## config.mk

```make
export PLATFORM = sky130hd
export DESIGN_NAME = brightness_fade_ramp_top
export DESIGN_NICKNAME = d
export VERILOG_FILES = /design/src/hw/rtl/bfr_pkg.sv /design/src/hw/rtl/brightness_fade_ramp_top.sv /design/src/hw/rtl/bfr_div.sv
export SDC_FILE = /design/constraint.sdc
export NUM_CORES = 1
export LEC_CHECK = 0
export BUFFER_PORTS_ARGS = -buffer_cell sky130_fd_sc_hd__buf_2
export CORE_ASPECT_RATIO = 0.5
export CORE_UTILIZATION = 62
export CTS_CLUSTER_DIAMETER = 200
export DETAILED_ROUTE_END_ITERATION = 12
export MAX_ROUTING_LAYER = met4
export PLACE_DENSITY = 0.87
export SLEW_MARGIN = 10
export SYNTH_ARGS = -nofsm -noshare
export SYNTH_HDL_FRONTEND = slang
export SYNTH_SLANG_ARGS = --single-unit
```

## constraint.sdc

```tcl
create_clock -name clk -period 3.5 [get_ports clk]
set_input_delay 0.525 -clock clk [delete_from_list [all_inputs] [get_ports clk]]
set_output_delay 0.525 -clock clk [all_outputs]
set_load 0.1 [all_outputs]
```

## src/hw/rtl/bfr_pkg.sv

```systemverilog
// Shared package for the brightness fade ramp.
// Holds the command codes, ramp constants, divider sizing and the sequencer state type.
// No dependencies.
package bfr_pkg;

    // Command codes carried on the input tuser field.
    localparam logic [1:0] FUNC_TICK     = 2'd0;
    localparam logic [1:0] FUNC_FADE_IN  = 2'd1;
    localparam logic [1:0] FUNC_FADE_OUT = 2'd2;

    // Field widths.
    localparam int FUNC_W   = 2;
    localparam int FRAMES_W = 8;
    localparam int BRIGHT_W = 4;
    localparam int ACC_W    = 13;
    localparam int STEP_W   = 12;

    // Full brightness in 5.8 fixed point, and the top brightness code.
    localparam logic [ACC_W-1:0]    FULL_LEVEL = 13'd3840;
    localparam logic [BRIGHT_W-1:0] MAX_BRIGHT = 4'd15;

    // Serial divider: a 12-bit dividend takes one quotient bit per cycle.
    localparam int DIV_STEPS = STEP_W;
    localparam int DIV_CNT_W = $clog2(DIV_STEPS);

    typedef enum logic [1:0] {
        ST_IDLE,
        ST_DIV,
        ST_EXEC,
        ST_OUT
    } bfr_state_t;

endpackage

```

## src/hw/rtl/brightness_fade_ramp_top.sv

```systemverilog
// Top level of the brightness fade ramp: command sequencer, ramp state and output register.
// Depends on bfr_pkg and bfr_div.
//
// Usage: each input request is a command. tuser selects it (0 frame tick, 1 start
// fade in, 2 start fade out); tdata carries the fade length in frames for starts.
// Every command produces exactly one output request holding the current 4-bit
// brightness and an active flag that stays high while a fade is still in progress.
// A start with a nonzero frame count runs the serial divider, which finds the 4.8
// step 3840 / frames at one quotient bit per cycle. The divider is launched at the
// accepting edge; when it is done, the sequencer updates the ramp state and then
// loads the output register.
// Ticks, zero-length starts and unused codes skip the divider and go straight
// to the ramp state update and the output register.
// The block handles one command at a time; s_axis_tready is high only while the
// sequencer is idle. Results go into an output register, so a new command is
// accepted while the previous result still waits; if the receiver stalls, the
// sequencer holds the finished result until the register frees up.
// Reset clears the ramp: no fade running, brightness black, no result pending.
module brightness_fade_ramp_top
(
    input  logic       clk,
    input  logic       rst_n,
    input  logic       s_axis_tvalid,
    output logic       s_axis_tready,
    input  logic [7:0] s_axis_tdata,    // [7:0] frames
    input  logic [1:0] s_axis_tuser,    // [1:0] func
    output logic       m_axis_tvalid,
    input  logic       m_axis_tready,
    output logic [7:0] m_axis_tdata     // [3:0] brightness, [4] active, [7:5] zero
);

    bfr_pkg::bfr_state_t state_reg, state_next;

    // Latched command.
    logic [bfr_pkg::FUNC_W-1:0]   func_reg, func_next;
    logic [bfr_pkg::FRAMES_W-1:0] frames_reg, frames_next;

    // Ramp state.
    logic                         running_reg, running_next;
    logic                         fading_in_reg, fading_in_next;
    logic [bfr_pkg::ACC_W-1:0]    level_reg, level_next;
    logic [bfr_pkg::STEP_W-1:0]   step_reg, step_next;
    logic [bfr_pkg::BRIGHT_W-1:0] shown_reg, shown_next;

    // Output register.
    logic                         out_valid_reg, out_valid_next;
    logic [bfr_pkg::BRIGHT_W-1:0] out_bright_reg, out_bright_next;
    logic                         out_active_reg, out_active_next;

    logic                         in_accept;
    logic                         is_start;
    logic                         needs_div;
    logic                         div_start;
    logic                         div_done;
    logic [bfr_pkg::STEP_W-1:0]   quotient;
    logic                         out_free;
    logic [bfr_pkg::ACC_W-1:0]    sum;
    logic [bfr_pkg::ACC_W-1:0]    diff;
    logic [bfr_pkg::ACC_W-1:0]    tick_level;
    logic                         tick_stop;

    assign in_accept = s_axis_tvalid && s_axis_tready;
    assign is_start  = (s_axis_tuser == bfr_pkg::FUNC_FADE_IN) ||
                       (s_axis_tuser == bfr_pkg::FUNC_FADE_OUT);
    assign needs_div = is_start && (s_axis_tdata != '0);
    assign div_start = in_accept && needs_div;
    assign out_free  = !out_valid_reg || m_axis_tready;

    bfr_div u_div
    (
        .clk      (clk),
        .rst_n    (rst_n),
        .start    (div_start),
        .divisor  (s_axis_tdata),
        .done     (div_done),
        .quotient (quotient)
    );

    // One add and one subtract of the step against the accumulator for a frame tick.
    // The accumulator stays at or below 3840, so the sum never wraps 13 bits.
    assign sum  = level_reg + {1'b0, step_reg};
    assign diff = level_reg - {1'b0, step_reg};

    always_comb
    begin
        if (fading_in_reg)
        begin
            tick_stop  = (sum >= bfr_pkg::FULL_LEVEL);
            tick_level = tick_stop ? bfr_pkg::FULL_LEVEL : sum;
        end
        else
        begin
            tick_stop  = (level_reg <= {1'b0, step_reg});
            tick_level = tick_stop ? '0 : diff;
        end
    end

    // Next state of the sequencer.
    always_comb
    begin
        state_next = state_reg;
        case (state_reg)
            bfr_pkg::ST_IDLE:
            begin
                if (in_accept)
                begin
                    state_next = needs_div ? bfr_pkg::ST_DIV : bfr_pkg::ST_EXEC;
                end
            end
            bfr_pkg::ST_DIV:
            begin
                if (div_done)
                begin
                    state_next = bfr_pkg::ST_EXEC;
                end
            end
            bfr_pkg::ST_EXEC:
            begin
                state_next = bfr_pkg::ST_OUT;
            end
            bfr_pkg::ST_OUT:
            begin
                if (out_free)
                begin
                    state_next = bfr_pkg::ST_IDLE;
                end
            end
            default:
            begin
                state_next = bfr_pkg::ST_IDLE;
            end
        endcase
    end

    // Datapath and outputs driven by the sequencer state.
    always_comb
    begin
        s_axis_tready   = 1'b0;
        func_next       = func_reg;
        frames_next     = frames_reg;
        running_next    = running_reg;
        fading_in_next  = fading_in_reg;
        level_next      = level_reg;
        step_next       = step_reg;
        shown_next      = shown_reg;
        out_valid_next  = out_valid_reg && !m_axis_tready;
        out_bright_next = out_bright_reg;
        out_active_next = out_active_reg;
        case (state_reg)
            bfr_pkg::ST_IDLE:
            begin
                s_axis_tready = 1'b1;
                if (in_accept)
                begin
                    func_next   = s_axis_tuser;
                    frames_next = s_axis_tdata;
                end
            end
            bfr_pkg::ST_DIV:
            begin
            end
            bfr_pkg::ST_EXEC:
            begin
                if (func_reg == bfr_pkg::FUNC_TICK)
                begin
                    if (running_reg)
                    begin
                        level_next   = tick_level;
                        running_next = !tick_stop;
                        shown_next   = tick_level[bfr_pkg::ACC_W-1] ? bfr_pkg::MAX_BRIGHT :
                                       tick_level[bfr_pkg::ACC_W-2:8];
                    end
                end
                else if ((func_reg == bfr_pkg::FUNC_FADE_IN) ||
                         (func_reg == bfr_pkg::FUNC_FADE_OUT))
                begin
                    if (frames_reg == '0)
                    begin
                        // Zero length jumps straight to the end level.
                        running_next = 1'b0;
                        shown_next   = (func_reg == bfr_pkg::FUNC_FADE_IN) ?
                                       bfr_pkg::MAX_BRIGHT : '0;
                    end
                    else
                    begin
                        running_next   = 1'b1;
                        fading_in_next = (func_reg == bfr_pkg::FUNC_FADE_IN);
                        level_next     = (func_reg == bfr_pkg::FUNC_FADE_IN) ?
                                         '0 : bfr_pkg::FULL_LEVEL;
                        step_next      = (quotient == '0) ?
                                         bfr_pkg::STEP_W'(1) : quotient;
                        shown_next     = (func_reg == bfr_pkg::FUNC_FADE_IN) ?
                                         '0 : bfr_pkg::MAX_BRIGHT;
                    end
                end
            end
            bfr_pkg::ST_OUT:
            begin
                if (out_free)
                begin
                    out_valid_next  = 1'b1;
                    out_bright_next = shown_reg;
                    out_active_next = running_reg;
                end
            end
            default:
            begin
            end
        endcase
    end

    always_ff @(posedge clk or negedge rst_n)
    begin
        if (!rst_n)
        begin
            state_reg     <= bfr_pkg::ST_IDLE;
            running_reg   <= 1'b0;
            fading_in_reg <= 1'b0;
            level_reg     <= '0;
            step_reg      <= '0;
            shown_reg     <= '0;
            out_valid_reg <= 1'b0;
        end
        else
        begin
            state_reg     <= state_next;
            running_reg   <= running_next;
            fading_in_reg <= fading_in_next;
            level_reg     <= level_next;
            step_reg      <= step_next;
            shown_reg     <= shown_next;
            out_valid_reg <= out_valid_next;
        end
    end

    always_ff @(posedge clk)
    begin
        func_reg       <= func_next;
        frames_reg     <= frames_next;
        out_bright_reg <= out_bright_next;
        out_active_reg <= out_active_next;
    end

    assign m_axis_tvalid = out_valid_reg;
    assign m_axis_tdata  = {3'b000, out_active_reg, out_bright_reg};

endmodule

```

## src/hw/rtl/bfr_div.sv

```systemverilog
// Restoring serial divider that computes FULL_LEVEL / divisor.
// One quotient bit per cycle, most significant bit first.
// Depends on bfr_pkg.
module bfr_div
(
    input  logic                              clk,
    input  logic                              rst_n,
    input  logic                              start,
    input  logic [bfr_pkg::FRAMES_W-1:0]      divisor,
    output logic                              done,
    output logic [bfr_pkg::STEP_W-1:0]        quotient
);

    logic                              busy_reg, busy_next;
    logic [bfr_pkg::DIV_CNT_W-1:0]     cnt_reg, cnt_next;
    logic [bfr_pkg::FRAMES_W-1:0]      rem_reg, rem_next;
    logic [bfr_pkg::FRAMES_W-1:0]      dvs_reg, dvs_next;
    logic [bfr_pkg::STEP_W-1:0]        dvd_reg, dvd_next;
    logic [bfr_pkg::STEP_W-1:0]        quo_reg, quo_next;
    logic [bfr_pkg::FRAMES_W:0]        shifted;
    logic [bfr_pkg::FRAMES_W:0]        trial;
    logic                              last_step;

    assign last_step = (cnt_reg == bfr_pkg::DIV_CNT_W'(bfr_pkg::DIV_STEPS - 1));
    assign done      = busy_reg && last_step;
    assign quotient  = quo_reg;

    // Bring down the next dividend bit and try to subtract the divisor.
    assign shifted = {rem_reg, dvd_reg[bfr_pkg::STEP_W-1]};
    assign trial   = shifted - {1'b0, dvs_reg};

    always_comb
    begin
        busy_next = busy_reg;
        cnt_next  = cnt_reg;
        rem_next  = rem_reg;
        dvs_next  = dvs_reg;
        dvd_next  = dvd_reg;
        quo_next  = quo_reg;
        if (start)
        begin
            busy_next = 1'b1;
            cnt_next  = '0;
            rem_next  = '0;
            dvs_next  = divisor;
            dvd_next  = bfr_pkg::FULL_LEVEL[bfr_pkg::STEP_W-1:0];
            quo_next  = '0;
        end
        else if (busy_reg)
        begin
            dvd_next = {dvd_reg[bfr_pkg::STEP_W-2:0], 1'b0};
            if (!trial[bfr_pkg::FRAMES_W])
            begin
                rem_next = trial[bfr_pkg::FRAMES_W-1:0];
                quo_next = {quo_reg[bfr_pkg::STEP_W-2:0], 1'b1};
            end
            else
            begin
                rem_next = shifted[bfr_pkg::FRAMES_W-1:0];
                quo_next = {quo_reg[bfr_pkg::STEP_W-2:0], 1'b0};
            end
            cnt_next = cnt_reg + bfr_pkg::DIV_CNT_W'(1);
            if (last_step)
            begin
                busy_next = 1'b0;
            end
        end
    end

    always_ff @(posedge clk or negedge rst_n)
    begin
        if (!rst_n)
        begin
            busy_reg <= 1'b0;
            cnt_reg  <= '0;
        end
        else
        begin
            busy_reg <= busy_next;
            cnt_reg  <= cnt_next;
        end
    end

    always_ff @(posedge clk)
    begin
        rem_reg <= rem_next;
        dvs_reg <= dvs_next;
        dvd_reg <= dvd_next;
        quo_reg <= quo_next;
    end

endmodule

```

* Yosys cells after proc, flatten, opt, wreduce, memory -nomap -nowiden *
Cells that the tools add are included.

word-level totals
  flip-flop bits (word level) = 86
  output and inout bits = 10
  bits of input ports = 14
  logic and storage cells = 99

cells by class
  bitwise gates (word level) = 2
  magnitude comparators = 2
  reductions and logical operators = 25
  mux-type cells = 36
  $add $sub $neg = 4
  eq/ne operators = 13

operator list
  cell                                                                                   count
  13-bit two-way mux                                                                     7
  4-bit two-way mux                                                                      9
  12-bit two-way mux                                                                     2
  13-bit by 12-bit adder with 13-bit output                                              1
  13-bit by 12-bit greater-or-equal comparator with 1-bit output, second input constant  1
  13-bit by 12-bit less-or-equal comparator with 1-bit output                            1
  13-bit by 12-bit subtractor with 13-bit output                                         1
  12-bit logical NOT                                                                     1
  1-bit two-way mux                                                                      12
  2-bit inequality test, second input constant                                           5
  9-bit by 8-bit subtractor with 9-bit output                                            1
  2-bit equality test, second input constant                                             4
  8-bit logical NOT                                                                      1
  2-bit two-way mux                                                                      4
  8-bit two-way mux                                                                      1
  2-bit one-hot mux with 4 select lines                                                  1
  4-bit AND reduction                                                                    2
  8-bit nonzero test                                                                     1
  2-bit by 1-bit equality test with 1-bit output, second input constant                  3
  2-bit AND reduction                                                                    3
  3-bit AND reduction                                                                    2
  1-bit logical AND                                                                      5
  4-bit by 1-bit adder with 4-bit output, second input constant                          1
  4-bit equality test, second input constant                                             1
  other kinds (5)                                                                        12

* Longest topological paths before layout *
Gate-level depths: netlist of run 1.

  depth after elaboration = 7
  mapped depth = 12
  gate-level depth less buffers = 12

* Hierarchy *
A second synthesis of run 1 with hierarchy kept.

second synthesis, totals
  cell total of the unflattened synthesis = 579
  area total of the unflattened synthesis = 5417.7 um^2

by module, submodules not included
  module                    times used  cells an instance  sequential area each (um^2)  area an instance (um^2)
  brightness_fade_ramp_top  1           399                1301.2                       3582.2
  bfr_div                   1           180                845.8                        1835.5

* Worst setup path after synthesis of run 1 *
Ideal clock, no wire load.

  path kind = register to register
  start point = register state_reg[0]
  end point = register u_div.dvs_reg[0] in the netlist's numbering (enable)
  data required time = 3.125 ns
  setup time = 0.375 ns
  stages on the path, launching flop included = 8
  clock period less this slack = 3.250 ns
  arrival = 2.874 ns
  buffers on the path = 2
  setup slack = 0.250 ns
  cell sequence = dfrtp_1 -> inv_1 -> ha_1 -> and2_1 -> nand2_1 -> inv_1 -> clkbuf_1 -> clkbuf_1

between the ends
  cells in the longest elaborated chain, start to end = 4

ends and longest elaborated chain
  item                    RTL line                         source
  from (decl)             brightness_fade_ramp_top.sv:32   bfr_pkg::bfr_state_t state_reg, state_next;
  from (signal assigned)  brightness_fade_ramp_top.sv:216  state_reg <= bfr_pkg::ST_IDLE;
  from (signal assigned)  brightness_fade_ramp_top.sv:226  state_reg <= state_next;
  2-bit logical NOT       brightness_fade_ramp_top.sv:149  case (state_reg)
  1-bit two-way mux       brightness_fade_ramp_top.sv:149
  via s_axis_tready       brightness_fade_ramp_top.sv:24   output logic s_axis_tready,
  1-bit logical AND       brightness_fade_ramp_top.sv:62   assign in_accept = s_axis_tvalid && s_axis_tready;
  1-bit logical AND       brightness_fade_ramp_top.sv:66   assign div_start = in_accept && needs_div;
  via div_start           brightness_fade_ramp_top.sv:53   logic div_start;
  to (signal assigned)    bfr_div.sv:87                    dvs_reg <= dvs_next;
  to (decl)               bfr_div.sv:17                    logic [bfr_pkg::FRAMES_W-1:0] dvs_reg, dvs_next;

The timed path passes the listed nets, and every way through them passes these cells.
A chain may end at the register's enable or synchronous reset.

* Worst setup path after layout of run 1 *
  start point = register level_reg[5] in the netlist's numbering
  end point = register level_reg[3] in the netlist's numbering

between the ends
  cells in the longest elaborated chain, start to end = 6
  elaborated cells on any way between the ends = 8
  those cells by class = add/sub: 1; order compare: 2; mux: 5

ends and longest elaborated chain
  item                                                            RTL line                         source
  from (decl)                                                     brightness_fade_ramp_top.sv:41   logic [bfr_pkg::ACC_W-1:0] level_reg, level_next;
  from (signal assigned)                                          brightness_fade_ramp_top.sv:229  level_reg <= level_next;
  13-bit by 12-bit adder with 13-bit output                       brightness_fade_ramp_top.sv:81   assign sum = level_reg + {1'b0, step_reg};
  13-bit by 12-bit greater-or-equal comparator with 1-bit output  brightness_fade_ramp_top.sv:88   tick_stop = (sum >= bfr_pkg::FULL_LEVEL);
  13-bit two-way mux                                              brightness_fade_ramp_top.sv:89   tick_level = tick_stop ? bfr_pkg::FULL_LEVEL : sum;
  13-bit two-way mux (*)                                          brightness_fade_ramp_top.sv:86   if (fading_in_reg)
  13-bit two-way mux (*)                                          brightness_fade_ramp_top.sv:166  if (running_reg)
  13-bit two-way mux (*)                                          brightness_fade_ramp_top.sv:164  if (func_reg == bfr_pkg::FUNC_TICK)

Mark *: on every way between the ends. The rest lies on a longest branch, timed or not. The select of a mux whose other input is x is not followed.

==> run summary, run 1 <==
P_leak -> 2.51 nW
CP max stage cell -> a211oi_4
Syn Area/Cell -> 9.68 um2
Cell Rows -> 22
Clock latency on the worst-skew pair -> 350 ps
First-pass GRT wire length -> 18.9 mm
I/O pin total -> 24
Int Pwr -> 0.00339 W
# placed instances -> 637
Max reg flops -> 13
CTS root buffer -> clkbuf_16
Initial antenna violation count -> 0
Sink Count -> 86
Sequential cell area fraction in the yosys report -> 42.2%
Crit. End Element -> flip-flop
R2R setup slack -> 340 ps
Rel. slew slack -> 41.0%
Yosys reg bits -> 86
Max-Cap Viols -> 0
Sw power -> 0.00283 W
Post-CTS sizing -> 0
Worst endpoint data arrival time -> 3440 ps
Sw Ratio -> 45.6%
WS Path Type -> flip-flop to flip-flop
# hold bufs at CTS -> 0
# H-tree levels -> 3
Seq pwr share -> 28.2%
Layout area overhead -> 9.26%
Vias in the first global route -> 3850
Worst-path clk slew -> 70 ps
Core area -> 7620 um2
Number of buffers created by CTS -> 9
Worst-Margin Slew -> 885 ps
Die area -> 8600 um2
Ys async rst share -> 45.3%
Largest net degree at the start of global routing -> 43
Die width -> 130 um
Detailed Routing Iterations Pass 1 -> 6
Non-Filler Instances -> 653
Ranking of synthesized cells by area -> dfrtp_1 19%, edfxtp_1 14%, ha_1 9.8%
Post-Syn Area -> 5090 um2
Port-buffer cells -> 20
Largest fanout on the critical path -> 9
Diodes inserted -> 0
Commonest cells in the netlist -> 47 x nor2_1, 46 x inv_1, 41 x nand2_1, 40 x ha_1, 40 x o21ai_0
Worst Path Required -> 3780 ps
Antenna Nets Post-Route -> 0
Die height -> 66.1 um
DP HPWL -> 8.03 mm
Distinct cells, synth -> 66
Drt total wl -> 11.6 mm
Longest Clk Path Bufs -> 2
Clock period minus worst slack -> 3160 ps
Final cycle utilization of the critical path -> 90.3%
Placer Congestion -> 0.904
Max stage delay on crit path -> 520 ps
Setup Viol. Count Final -> 0
Post-CTS setup buffers -> 0
Top-count cell post-synth -> nor2_1
DR iter-0 viols -> 378
CP Launch Type -> flip-flop
Starting density of the core -> 66.8%
DRC viols -> 0
HP Class -> input port to asynchronous set/reset pin
Status -> finished, final reports clean
Ys flop type -> dfrtp_1
Biggest area consumer among synthesized cells -> dfrtp_1
Grt ovf -> 0
CTS tree -> built
Avg WL per Cell -> 17.8 um
Post-synth EDFFs -> 23
Synth top area share -> 19.2%
Vias -> 3989
Final Max Tran Viols -> 0
Maximum clock rate -> 0.317 GHz
Setup TNS -> 0 ps
Hold Vio Cnt, Final -> 0
Fin Clk Skew -> 8.54 ps
Peak supply drop -> 0.000821 V
Yosys warns -> 0
Unrepaired setup endpoints after global routing -> false
Nets -> 597
Gate Count Post-Synth -> 526
Gr usage total -> 30.4%
Pwr dens -> 1120 nW/um2
Comb power frac -> 54.7%
Clk network pwr share -> 17.1%
Share of layout cells above drive strength 1 -> 10.6%
Vias/cell -> 6.11
Crit-path cells -> ha_1 > nor3_2 > a2111oi_4 > nor2_1 > a211oi_2 > mux2i_4 > o41ai_2 > a211oi_4 > a22o_1
-- area by class of cell --
class | count | area [um2]
clock buffer | 9 | 225
clock inverter | 7 | 105
fill | 510 | 2060
inverter | 47 | 176
multi-input combinational | 371 | 2640
sequential | 86 | 2150
tap | 108 | 135
timing repair buffer | 25 | 138
-- worst paths after layout --
kind	from	to	cells after the start
worst max-delay path	level_reg[5]$_DFFE_PN0P_	level_reg[3]$_DFFE_PN0P_	9
worst min-delay path	rst_n	u_div.cnt_reg[0]$_DFFE_PN0P_	1
worst max register to register	level_reg[5]$_DFFE_PN0P_	level_reg[3]$_DFFE_PN0P_	9
worst min register to register	shown_reg[0]$_DFFE_PN0P_	out_bright_reg[0]$_DFFE_PP_	0
max in group asynchronous	rst_n	step_reg[1]$_DFFE_PN0P_	1
min in group clk	s_axis_tdata[6]	u_div.dvs_reg[6]$_DFFE_PP_	1
-- layer usage --
metal / global-route usage, % / routed length [um] / vias to the layer above
met2: 51.1 / 5640 / 156
li1: - / - / 1873
met3: 8.01 / 758 / 33
met4: 10.2 / 225 / 0
met1: 35.8 / 4970 / 1927
met5: - / 0 / -
-- worst max-delay path, delay by kind of cell, from the launching register on --
kind / cells / cell delay, ps
AOI/OAI and AO/OA: 5 / 1620
DFF: 1 / 410
and+or+nand+nor: 2 / 200
muxes: 1 / 380
adders and majority gates: 1 / 480
-- power groups by stage --
stage | combinational (W) | sequential [W] | clock [W]
final | 0.00340 | 0.00175 | 0.00106
after global routing | 0.00372 | 0.00180 | 0.00111
after CTS | 0.00336 | 0.00174 | 0.00107
after detailed placement | 0.00327 | 0.00176 | 0
after global placement | 0.00316 | 0.00173 | 0
after floorplan | 0.00263 | 0.00176 | 0
-- placed cells by master (no fill, tap or decap), types with 4 or more instances in the layout --
cell type,synthesis,layout
ha_1,40,40
edfxtp_1,23,23
nor2b_1,6,6
buf_2,2,20
xnor2_1,14,14
nor2_1,47,47
buf_4,9,5
dfxtp_1,24,24
inv_1,46,46
a21oi_1,36,36
nand4_1,4,4
a22o_1,9,9
nand2_1,41,41
o21bai_1,5,5
o211ai_1,5,5
xor2_1,7,7
mux2i_1,22,22
clkbuf_16,0,9
nand4b_1,5,5
a21o_1,4,4
o21ai_0,40,40
nand2b_1,9,9
nor4_1,8,8
nor3_1,9,9
dfrtp_1,39,39
-- cells by family after synthesis --
family	count (synthesis)	synth area share, %
muxes	23	4.77
AOI/OAI and AO/OA	133	17.7
buffers and inverters	71	6.19
other	1	0.0736
DFF	86	42.2
xor gates and xnor gates	22	3.93
and+or+nand+nor	147	14.2
adders and majority gates	43	11.0
-- stage by stage --
| step | setup WS (ps) | power [W] | util (%) | area [um2] | hold WS (ps) |
|---|---|---|---|---|---|
| 6_report | 341 | 0.00622 | 73.0 | 5560 | 292 |
| 5_1_grt | 203 | 0.00663 | 73.0 | 5560 | 362 |
| 4_1_cts | 356 | 0.00617 | 73.0 | 5560 | 331 |
| 3_5_place_dp | 410 | 0.00503 | 68.6 | 5230 | 436 |
| 3_3_place_gp | 476 | 0.00489 | 68.6 | 5230 | 438 |
| 2_1_floorplan | 250 | 0.00439 | - | 5100 | 229 |
Power figures use the tool's default switching activity.
==> run 2: changes to the inputs <==
CORE_UTILIZATION = 56   (was 62)
PLACE_DENSITY = 0.84   (was 0.87)
clock period = 2.6 ns   (was 3.5 ns; I/O delays follow)
==> run summary, run 2 (same netlist as run 1, synthesis figures left out) <==
CTS tree -> built
Fin Clk Skew -> 10.4 ps (+1.91 ps)
Port-buffer cells -> 20 (unchanged)
Final Max Tran Viols -> 0 (unchanged)
Final cycle utilization of the critical path -> 120% (+30 points)
Maximum clock rate -> 0.320 GHz (+1.2%)
Die width -> 137 um (+5.1%)
Vias -> 4980 (+25%)
Nets -> 687 (+15%)
Unrepaired setup endpoints after global routing -> true
# hold bufs at CTS -> 0 (unchanged)
Core Util, Final -> 75.4% (+2.4 points)
Commonest non-fill, non-tap cells in the layout -> 90 x buf_4, 45 x nor2_1, 42 x inv_1
Clock latency on the worst-skew pair -> 350 ps (about the same)
I/O pin total -> 24 (unchanged)
Gr usage total -> 37.5% (+7.1 points)
DR iter-0 viols -> 883 (+130%)
Longest Clk Path Bufs -> 2 (unchanged)
Failing checks -> setup timing
Cell Rows -> 24 (+9.1%)
CP Launch Type -> flip-flop
Worst-path clk slew -> 80 ps (about the same)
Share of layout cells above drive strength 1 -> 32.1% (+21 points)
Initial antenna violation count -> 0 (unchanged)
Rel. slew slack -> 36.7% (-4.4 points)
Max-Cap Viols -> 0 (unchanged)
Placer Congestion -> 0.960 (+6.2%)
# fillers -> 460 (-9.8%)
Hold Vio Cnt, Final -> 0 (unchanged)
HP Class -> input port to asynchronous set/reset pin
Drt total wl -> 17.6 mm (+51%)
Antenna Nets Post-Route -> 0 (unchanged)
Max reg flops -> 13 (unchanged)
Number of buffers created by CTS -> 9 (unchanged)
WS Path Type -> flip-flop to flip-flop
Die height -> 69.4 um (+5.1%)
Detailed Routing Iterations Pass 1 -> 7 (+1)
Worst endpoint data arrival time -> 3370 ps (-70 ps)
Most common cell after layout, fill and taps aside -> buf_4
RR Startpoint -> step_reg[6]$_DFFE_PN0P_
Layout area overhead -> 29.8%
Die area -> 9500 um2 (+10%)
Vias in the first global route -> 4851 (+26%)
Worst Path Required -> 2850 ps (-930 ps)
Starting density of the core -> 58.1% (-8.7 points)
Status -> complete, but fails checks
Grt ovf -> 0 (unchanged)
First-pass GRT wire length -> 25.7 mm (+36%)
DP HPWL -> 8.76 mm (+9.2%)
Crit. End Element -> flip-flop
Worst-Margin Slew -> 950 ps (+65.4 ps)
Sink Count -> 86 (unchanged)
Largest fanout on the critical path -> 3 (-6)
DRC viols -> 0 (unchanged)
Clock period minus worst slack -> 3120 ps (-38.6 ps)
Largest net degree at the start of global routing -> 40 (-7.0%)
# H-tree levels -> 3 (unchanged)
Vias/cell -> 6.61 (+8.3%)
Core area -> 8770 um2 (+15%)
PnR worst setup slack -> -521 ps (-861 ps)
CP startpoint -> step_reg[6]$_DFFE_PN0P_
Avg WL per Cell -> 23.3 um (+31%)
Setup Viol. Count Final -> 18 (+18)
CTS root buffer -> clkbuf_16
-- run 2: cell count changes in the layout (fill, tap and decap cells not counted), sizes merged --
cell / before / now
buf: 25 / 114
bufinv: 2 / 1
clkinv: 3 / 1
diode: 0 / 1
inv: 49 / 52
xnor2: 15 / 16
-- run 2: cell type report --
class                      instances  area (um2)  area share (%)
antenna                            1        2.50          0.0379
clock buffer                       9         225            3.41
clock inverter                     7        87.6            1.32
inverter                          47         176            2.67
multi-input combinational        372        3010            45.5
sequential                        86        2150            32.5
tap                              117         146            2.21
timing repair buffer             114         821            12.4
-- run 2: metrics by stage --
step / instance area (um2) / setup WS, ps / instances / setup TNS, ps / hold slack [ps]
5_1_grt: 6610 / -480 / 752 / -7370 / 246
6_report: 6610 / -521 / 753 / -6450 / 194
3_5_place_dp: 5790 / -265 / 714 / -4100 / 436
2_1_floorplan: 5140 / -68.7 / 528 / -542 / 94.4
4_1_cts: 6440 / -183 / 746 / -1950 / 218
3_3_place_gp: 5790 / -159 / 714 / -2320 / 434
-- run 2: worst max-delay path: stages, from the launching register on --
cell and delay (ps):
dfrtp_1 370, inv_1 100, ha_1 340, inv_1 110
nor3_2 350, buf_4 180, a221oi_2 50, buf_4 160
buf_4 150, o21ai_0 350, nor3_1 120, a21oi_1 180
nand4b_1 280, a21oi_1 280
-- run 2: worst paths after layout --
kind                                           endpoint  slack (ps)  cells past startpoint
max in group asynchronous  u_div.cnt_reg[2]$_DFFE_PN0P_        1810                      1
max reg2reg                    shown_reg[2]$_DFFE_PN0P_        -520                     13
max                            shown_reg[2]$_DFFE_PN0P_        -520                     13
min in group clk             u_div.dvs_reg[7]$_DFFE_PP_         250                      1
min                             step_reg[5]$_DFFE_PN0P_         190                      1
min reg2reg                 out_bright_reg[2]$_DFFE_PP_         450                      0
-- run 2: routing by layer --
layer | up-vias | GRT usage [%] | share of wire [%]
li1 | 2048 | - | -
met1 | 2373 | 45.3 | 38
met2 | 412 | 59.8 | 45
met3 | 147 | 7.31 | 10
met4 | 0 | 19.8 | 6.6
met5 | - | - | 0
-- run 2: timing repair --
| item | in CTS | in global routing |
|---|---|---|
| endpoints found under the setup margin | 27 | 27 |
| pin swaps | 26 | 32 |
| setup buffers | 17 | 7 |
| gates cloned | 1 | 0 |
| gates resized for setup | 50 | 29 |
Power of run 2 is not shown: default switching activity piles up to over one toggle a cycle in this logic, so the estimate is an artifact.
